## src/hw/rtl/opd_pkg.sv

```systemverilog
// ----------------------------------------------------------------------------
// opd_pkg
// Shared types and constants for the obstruction pulse detector.
// ----------------------------------------------------------------------------
`timescale 1ns / 1ps
`default_nettype none

package opd_pkg;

    localparam int unsigned CFG_INDEX_W = 2;
    localparam int unsigned CFG_DATA_W  = 16;

    localparam logic [CFG_INDEX_W-1:0] REG_CHECK_PERIOD   = 2'd0;
    localparam logic [CFG_INDEX_W-1:0] REG_PULSE_MIN      = 2'd1;
    localparam logic [CFG_INDEX_W-1:0] REG_OBSTRUCTED_AFT = 2'd2;
    localparam logic [CFG_INDEX_W-1:0] REG_ASLEEP_LEVEL   = 2'd3;

    localparam logic [9:0]  CHECK_PERIOD_RST = 10'd50;
    localparam logic [7:0]  PULSE_MIN_RST    = 8'd3;
    localparam logic [15:0] OBSTRUCTED_RST   = 16'd700;
    localparam logic        ASLEEP_LEVEL_RST = 1'b0;

    localparam logic [1:0] OBS_UNKNOWN    = 2'd0;
    localparam logic [1:0] OBS_CLEAR      = 2'd1;
    localparam logic [1:0] OBS_OBSTRUCTED = 2'd2;

    localparam logic CMD_SAMPLE = 1'b0;
    localparam logic CMD_REPORT = 1'b1;

    typedef struct packed {
        logic [9:0]  check_period_ms;
        logic [7:0]  pulse_min;
        logic [15:0] obstructed_after_ms;
        logic        asleep_level;
    } cfg_t;

    typedef struct packed {
        logic command;
        logic line_level;
        logic ms_tick;
        logic reported_state;
    } item_t;

    typedef struct packed {
        logic [1:0] obstruction;
        logic       sensor_present;
        logic       window_closed;
    } result_t;

endpackage

`default_nettype wire

```

## src/hw/rtl/opd_cfg_regs.sv

```systemverilog
// ----------------------------------------------------------------------------
// opd_cfg_regs
// Configuration register file, written through the cfg request channel.
// ----------------------------------------------------------------------------
`timescale 1ns / 1ps
`default_nettype none

module opd_cfg_regs (
    input  wire logic                                 clk,
    input  wire logic                                 rst_n,
    input  wire logic                                 cfg_valid,
    input  wire logic [opd_pkg::CFG_INDEX_W-1:0]      cfg_index,
    input  wire logic [opd_pkg::CFG_DATA_W-1:0]       cfg_data,
    output opd_pkg::cfg_t                             cfg
);

    opd_pkg::cfg_t cfg_reg;
    opd_pkg::cfg_t cfg_next;

    always_comb
    begin
        cfg_next = cfg_reg;
        if (cfg_valid)
        begin
            case (cfg_index)
                opd_pkg::REG_CHECK_PERIOD:   cfg_next.check_period_ms     = cfg_data[9:0];
                opd_pkg::REG_PULSE_MIN:      cfg_next.pulse_min           = cfg_data[7:0];
                opd_pkg::REG_OBSTRUCTED_AFT: cfg_next.obstructed_after_ms = cfg_data[15:0];
                opd_pkg::REG_ASLEEP_LEVEL:   cfg_next.asleep_level        = cfg_data[0];
                default:                     cfg_next = cfg_reg;
            endcase
        end
    end

    always_ff @(posedge clk or negedge rst_n)
    begin
        if (!rst_n)
        begin
            cfg_reg.check_period_ms     <= opd_pkg::CHECK_PERIOD_RST;
            cfg_reg.pulse_min           <= opd_pkg::PULSE_MIN_RST;
            cfg_reg.obstructed_after_ms <= opd_pkg::OBSTRUCTED_RST;
            cfg_reg.asleep_level        <= opd_pkg::ASLEEP_LEVEL_RST;
        end
        else
        begin
            cfg_reg <= cfg_next;
        end
    end

    assign cfg = cfg_reg;

endmodule

`default_nettype wire

```

## src/hw/rtl/opd_classifier.sv

```systemverilog
// ----------------------------------------------------------------------------
// opd_classifier
// Edge/window/asleep-timer state and the per-sample classification logic.
// ----------------------------------------------------------------------------
`timescale 1ns / 1ps
`default_nettype none

module opd_classifier #(
    parameter int unsigned AGE_W = 16
) (
    input  wire logic            clk,
    input  wire logic            rst_n,
    input  wire logic            step,
    input  wire opd_pkg::item_t  item,
    input  wire opd_pkg::cfg_t   cfg,
    output opd_pkg::result_t     result
);

    // compare width: one bit above the wider of the age timer and the limit
    localparam int unsigned CMP_W = ((AGE_W > 16) ? AGE_W : 16) + 1;

    logic [9:0]       window_reg,  window_next;
    logic [7:0]       edge_reg,    edge_next;
    logic [AGE_W-1:0] age_reg,     age_next;
    logic             prev_reg,    prev_next;
    logic [1:0]       obs_reg,     obs_next;
    logic             present_reg, present_next;
    logic             closed;

    logic [9:0]       window_inc;
    logic [7:0]       edge_inc;
    logic [AGE_W-1:0] age_inc;
    logic             fall;
    logic             is_sample;
    logic [CMP_W-1:0] age_ext;
    logic [CMP_W-1:0] limit_ext;

    always_comb
    begin
        is_sample  = (item.command == opd_pkg::CMD_SAMPLE);
        fall       = prev_reg && !item.line_level && (edge_reg != 8'hFF);
        edge_inc   = edge_reg + {7'd0, fall};
        window_inc = window_reg + {9'd0, (item.ms_tick && (window_reg != 10'h3FF))};
        age_inc    = age_reg + {{(AGE_W-1){1'b0}}, (item.ms_tick && !(&age_reg))};
        age_ext    = {{(CMP_W-AGE_W){1'b0}}, age_inc};
        limit_ext  = {{(CMP_W-16){1'b0}}, cfg.obstructed_after_ms};

        window_next  = window_reg;
        edge_next    = edge_reg;
        age_next     = age_reg;
        prev_next    = prev_reg;
        obs_next     = obs_reg;
        present_next = present_reg;
        closed       = 1'b0;

        if (!is_sample)
        begin
            if (!present_reg)
                obs_next = item.reported_state ? opd_pkg::OBS_OBSTRUCTED
                                               : opd_pkg::OBS_CLEAR;
        end
        else
        begin
            prev_next   = item.line_level;
            edge_next   = edge_inc;
            window_next = window_inc;
            age_next    = age_inc;
            if (window_inc > cfg.check_period_ms)
            begin
                closed      = 1'b1;
                window_next = '0;
                edge_next   = '0;
                if (edge_inc > cfg.pulse_min)
                begin
                    obs_next     = opd_pkg::OBS_CLEAR;
                    present_next = 1'b1;
                end
                else if (edge_inc == 8'd0)
                begin
                    if (item.line_level == cfg.asleep_level)
                        age_next = '0;
                    else if (age_ext > limit_ext)
                        obs_next = opd_pkg::OBS_OBSTRUCTED;
                end
            end
        end

        result.obstruction    = obs_next;
        result.sensor_present = present_next;
        result.window_closed  = closed;
    end

    always_ff @(posedge clk or negedge rst_n)
    begin
        if (!rst_n)
        begin
            window_reg  <= '0;
            edge_reg    <= '0;
            age_reg     <= '0;
            prev_reg    <= 1'b1;
            obs_reg     <= opd_pkg::OBS_UNKNOWN;
            present_reg <= 1'b0;
        end
        else if (step)
        begin
            window_reg  <= window_next;
            edge_reg    <= edge_next;
            age_reg     <= age_next;
            prev_reg    <= prev_next;
            obs_reg     <= obs_next;
            present_reg <= present_next;
        end
    end

endmodule

`default_nettype wire

```

## src/hw/rtl/obstruction_pulse_detector.sv

```systemverilog
// An accepted request is held in the input reg, then its result in the result reg.
// Throughput: one request per cycle while the output is not stalled; set by the
// combinational state update between the input register and the result register.
// Reset: asynchronous, active low; config returns to defaults, counters clear,
// obstruction reads unknown, line assumed idle high.
// ----------------------------------------------------------------------------
// obstruction_pulse_detector
// Classifies a safety-beam line from line samples and protocol reports.
// ----------------------------------------------------------------------------
`timescale 1ns / 1ps
`default_nettype none

module obstruction_pulse_detector #(
    parameter int unsigned ASLEEP_TIMER_BITS = 16
) (
    input  wire logic                            clk,
    input  wire logic                            rst_n,

    input  wire logic                            in_valid,
    output      logic                            in_stall,
    input  wire logic                            command,
    input  wire logic                            line_level,
    input  wire logic                            ms_tick,
    input  wire logic                            reported_state,

    output      logic                            out_valid,
    input  wire logic                            out_stall,
    output      logic [1:0]                      obstruction,
    output      logic                            sensor_present,
    output      logic                            window_closed,

    input  wire logic                            cfg_valid,
    output      logic                            cfg_ready,
    input  wire logic [opd_pkg::CFG_INDEX_W-1:0] cfg_index,
    input  wire logic [opd_pkg::CFG_DATA_W-1:0]  cfg_data
);

    opd_pkg::cfg_t    cfg;
    opd_pkg::item_t   item_reg;
    opd_pkg::result_t res;
    opd_pkg::result_t res_reg;
    logic             s1_valid_reg;
    logic             out_valid_reg;
    logic             out_free;
    logic             advance;
    logic             take_in;

    assign cfg_ready = 1'b1;

    opd_cfg_regs u_cfg (
        .clk       (clk),
        .rst_n     (rst_n),
        .cfg_valid (cfg_valid),
        .cfg_index (cfg_index),
        .cfg_data  (cfg_data),
        .cfg       (cfg)
    );

    assign out_free = !out_valid_reg || !out_stall;
    assign advance  = s1_valid_reg && out_free;
    assign in_stall = s1_valid_reg && !out_free;
    assign take_in  = in_valid && !in_stall;

    opd_classifier #(
        .AGE_W (ASLEEP_TIMER_BITS)
    ) u_cls (
        .clk    (clk),
        .rst_n  (rst_n),
        .step   (advance),
        .item   (item_reg),
        .cfg    (cfg),
        .result (res)
    );

    always_ff @(posedge clk or negedge rst_n)
    begin
        if (!rst_n)
        begin
            s1_valid_reg  <= 1'b0;
            out_valid_reg <= 1'b0;
        end
        else
        begin
            if (take_in)
                s1_valid_reg <= 1'b1;
            else if (advance)
                s1_valid_reg <= 1'b0;

            if (advance)
                out_valid_reg <= 1'b1;
            else if (!out_stall)
                out_valid_reg <= 1'b0;
        end
    end

    always_ff @(posedge clk)
    begin
        if (take_in)
        begin
            item_reg.command        <= command;
            item_reg.line_level     <= line_level;
            item_reg.ms_tick        <= ms_tick;
            item_reg.reported_state <= reported_state;
        end
        if (advance)
            res_reg <= res;
    end

    assign out_valid      = out_valid_reg;
    assign obstruction    = res_reg.obstruction;
    assign sensor_present = res_reg.sensor_present;
    assign window_closed  = res_reg.window_closed;

endmodule

`default_nettype wire

```

## config.mk

```make
export PLATFORM = sky130hd
export DESIGN_NAME = obstruction_pulse_detector
export DESIGN_NICKNAME = d
export VERILOG_FILES = /design/src/hw/rtl/opd_pkg.sv /design/src/hw/rtl/opd_cfg_regs.sv /design/src/hw/rtl/opd_classifier.sv /design/src/hw/rtl/obstruction_pulse_detector.sv
export SDC_FILE = /design/constraint.sdc
export NUM_CORES = 1
export LEC_CHECK = 0
export BUFFER_PORTS_ARGS = -buffer_cell sky130_fd_sc_hd__buf_4
export CORE_UTILIZATION = 35
export CTS_BUF_LIST = sky130_fd_sc_hd__clkbuf_4 sky130_fd_sc_hd__clkbuf_8
export DETAILED_ROUTE_END_ITERATION = 10
export HOLD_SLACK_MARGIN = 0.12
export SKIP_CTS_REPAIR_TIMING = 1
export SYNTH_ARGS = -nofsm -noshare
export SYNTH_HDL_FRONTEND = slang
export SYNTH_SLANG_ARGS = --single-unit
```

## constraint.sdc

```tcl
create_clock -name clk -period 4.1 [get_ports clk]
set_input_delay 1.025 -clock clk [delete_from_list [all_inputs] [get_ports clk]]
set_output_delay 1.025 -clock clk [all_outputs]
set_load 0.01 [all_outputs]
```

==> impl_metrics.tcl <==
set metrics [dict create \
    status "completed" \
    most-common-layout-cells "dfrtp_1 (63), nand2_1 (58), inv_1 (47)" \
    hold_class "flip-flop to flip-flop" \
    portBuffers 32 \
    required_ns 4.22 \
    drt-wirelength-per-cell_um 15.7 \
    synth_nets 555 \
    hold_violations 0 \
    arrival_ns 4.02 \
    rsz0062_at_grt "yes" \
    totalWireLength_um 11100 \
    drc 0 \
    ys_types 61 \
    viasPerCell 5.19 \
    htree_levels 3 \
    grt_pass1_wl_um 18500 \
    hpwl_um 8120 \
    synth_cells 488 \
    period_needed_ns 3.90 \
    grt_pass1_vias 3706 \
    hold_ws_ns 0.463 \
    cts.sinks 83 \
    finalCritPeriodShare_pct 95.2 \
    die-width_um 121 \
    setup_violations 0 \
    diodes 0 \
    cts_made_buffers 9 \
    maxCapViolations 0 \
    drtIter0Drc 157 \
    ys_seq_area_share_pct 43.1 \
    place_congestion 0.889 \
    ys_ff_latch 83 \
    finalClockSkew_ns 0.00787 \
    tightest_slew_ns 0.984 \
    clkLatencyLatePin_ns 0.38 \
    core_sq_um 13800 \
    largest_reg_flops 35 \
    relSlewSlack_pct 34.4 \
    detail-route-antenna-nets 0 \
    syn_area_per_cell_sq_um 10.1 \
    synth_warnings 0 \
    synth_edf_count 8 \
    drive_gt1_share_pct 23.4 \
    dominantRegCellSynth "dfrtp_1" \
    crit_path_end_kind "flip-flop" \
    grt_antenna_before_repair 0 \
    leakagePower_uw 0.00259 \
    cts_buffer_depth 2 \
    vias 3690 \
    fmax_mhz 256 \
    area_growth_pct 14.3 \
    rows 43 \
    ios 34 \
    slew_violations 0 \
    power_density_nw_per_um2 406 \
    tns_ns 0 \
    grt.total_usage_pct 16.5 \
    cp_max_fo 6 \
    cts_tree "built" \
    async_reset_ff_share_pct 90.4 \
    start_kind "flip-flop" \
    irDropWorstVdd_uv 220 \
    worstSetupPathType "flip-flop to flip-flop" \
    fp.dieH_um 121 \
    drt_pass1_iterations 4 \
    start_util_pct 35.8 \
    layout_commonest_cell "dfrtp_1" \
    grt_max_degree 76 \
    syn_area_sq_um 4950 \
    ctsRootBufferMaster "clkbuf_8" \
    overflow 0 \
    die_area_sq_um 14600 \
    clkTransAtPathRegs_ns 0.09 \
    final_nets 593 \
]
per-stage QoR:
stage / cell area, sq um / instances / utilization (%) / worst slack [ns] / power, uW
floorplan: 4950 / 488 / - / 0.270 / 1480
global placement: 5440 / 695 / 39.3 / 0.0358 / 1660
finish: 5660 / 711 / 40.9 / 0.197 / 2300
CTS: 5640 / 711 / 40.8 / -0.00939 / 2300
detailed placement: 5440 / 695 / 39.3 / 0.0364 / 1680
global route: 5660 / 711 / 40.9 / -0.0922 / 2440
synthesized netlist by cell type, types with 2 or more instances:
cell type / count / area, sq um
dfrtp_1: 63 / 1580
nand2_1: 58 / 218
inv_1: 47 / 176
ha_1: 40 / 500
mux2_2: 26 / 293
nand3_1: 22 / 110
xnor2_1: 21 / 184
a21oi_1: 19 / 95.1
o21ai_0: 15 / 75.1
nor2_1: 14 / 52.6
a22o_1: 13 / 114
nand4_1: 13 / 81.3
dfstp_2: 12 / 315
clkbuf_1: 11 / 41.3
o21ai_2: 10 / 87.6
edfxtp_1: 8 / 240
a31oi_1: 7 / 43.8
xor2_1: 7 / 61.3
nand2b_1: 6 / 37.5
a21o_1: 5 / 37.5
and3_1: 5 / 31.3
nor3_1: 5 / 25.0
buf_2: 4 / 20.0
o21a_1: 4 / 30.0
o31ai_1: 4 / 30.0
nand3b_1: 3 / 22.5
a2111oi_4: 2 / 55.1
a211oi_1: 2 / 15.0
a21boi_0: 2 / 15.0
a221o_1: 2 / 20.0
and2_1: 2 / 12.5
and4_1: 2 / 17.5
nor3b_1: 2 / 15.0
nor4_1: 2 / 12.5
o211ai_1: 2 / 15.0
o311ai_1: 2 / 17.5
o41ai_1: 2 / 17.5
path summary, 6_finish.rpt:
path | end | cells after the start | slack [ns] | start
max | obstruction[0] | 15 | 0.20 | u_cls.window_reg[2]
min | u_cls.prev_reg | 2 | 0.46 | u_cls.prev_reg
max reg2reg | obstruction[0] | 15 | 0.20 | u_cls.window_reg[2]
min reg2reg | u_cls.prev_reg | 2 | 0.46 | u_cls.prev_reg
max in group asynchronous | u_cls.edge_reg[6] | 1 | 2.65 | rst_n
min in group asynchronous | u_cls.edge_reg[4] | 1 | 0.75 | rst_n
layer usage:
metal / GRT usage [%] / share of wire, %
met2: 26.5 / 48
met5: 0 / 0
met1: 21.9 / 47
met4: 6.79 / 1.9
met3: 2.68 / 3.6
logic make-up (layout without fill, tap and decap cells):
kind of cell,after synthesis,in the layout,synth area share (%)
AOI/OAI and AO/OA,102,102,15.5
muxes,27,27,6.11
buffers and inverters,65,108,5.48
xor gates and xnor gates,28,28,4.95
DFF,83,83,43.1
adders and majority gates,40,40,10.1
other,1,1,0.0757
and+or+nand+nor,142,142,14.8
final cells by class:
| class | count | area, sq um |
|---|---|---|
| fillers | 1343 | 8170 |
| multi-input cells | 340 | 2580 |
| flip-flops and latches | 83 | 2130 |
| repair buffers | 45 | 350 |
| well taps | 180 | 225 |
| inverters | 47 | 176 |
| clock buffers | 11 | 145 |
| clock inverters | 5 | 52.6 |
worst max-delay path, stage by stage, from the launching register on:
cell and delay [ns]:
dfrtp_1 0.44, nand3_1 0.13, nor2_1 0.07, and3_1 0.21, a31oi_1 0.18, ha_1 0.30
ha_2 0.30, nand2_1 0.09, xnor2_1 0.15, ha_1 0.29, nand4_1 0.16, nor2_1 0.22
a221o_1 0.31, nand4_4 0.23, a2111oi_4 0.44, o311ai_1 0.14
power by group:
| part | internal, uW | total (uW) | switching, uW |
|---|---|---|---|
| registers | 967 | 1060 | 96.9 |
| clock network | 302 | 617 | 315 |
| logic | 278 | 615 | 338 |
Note: power is estimated with default switching activity, not from simulation.
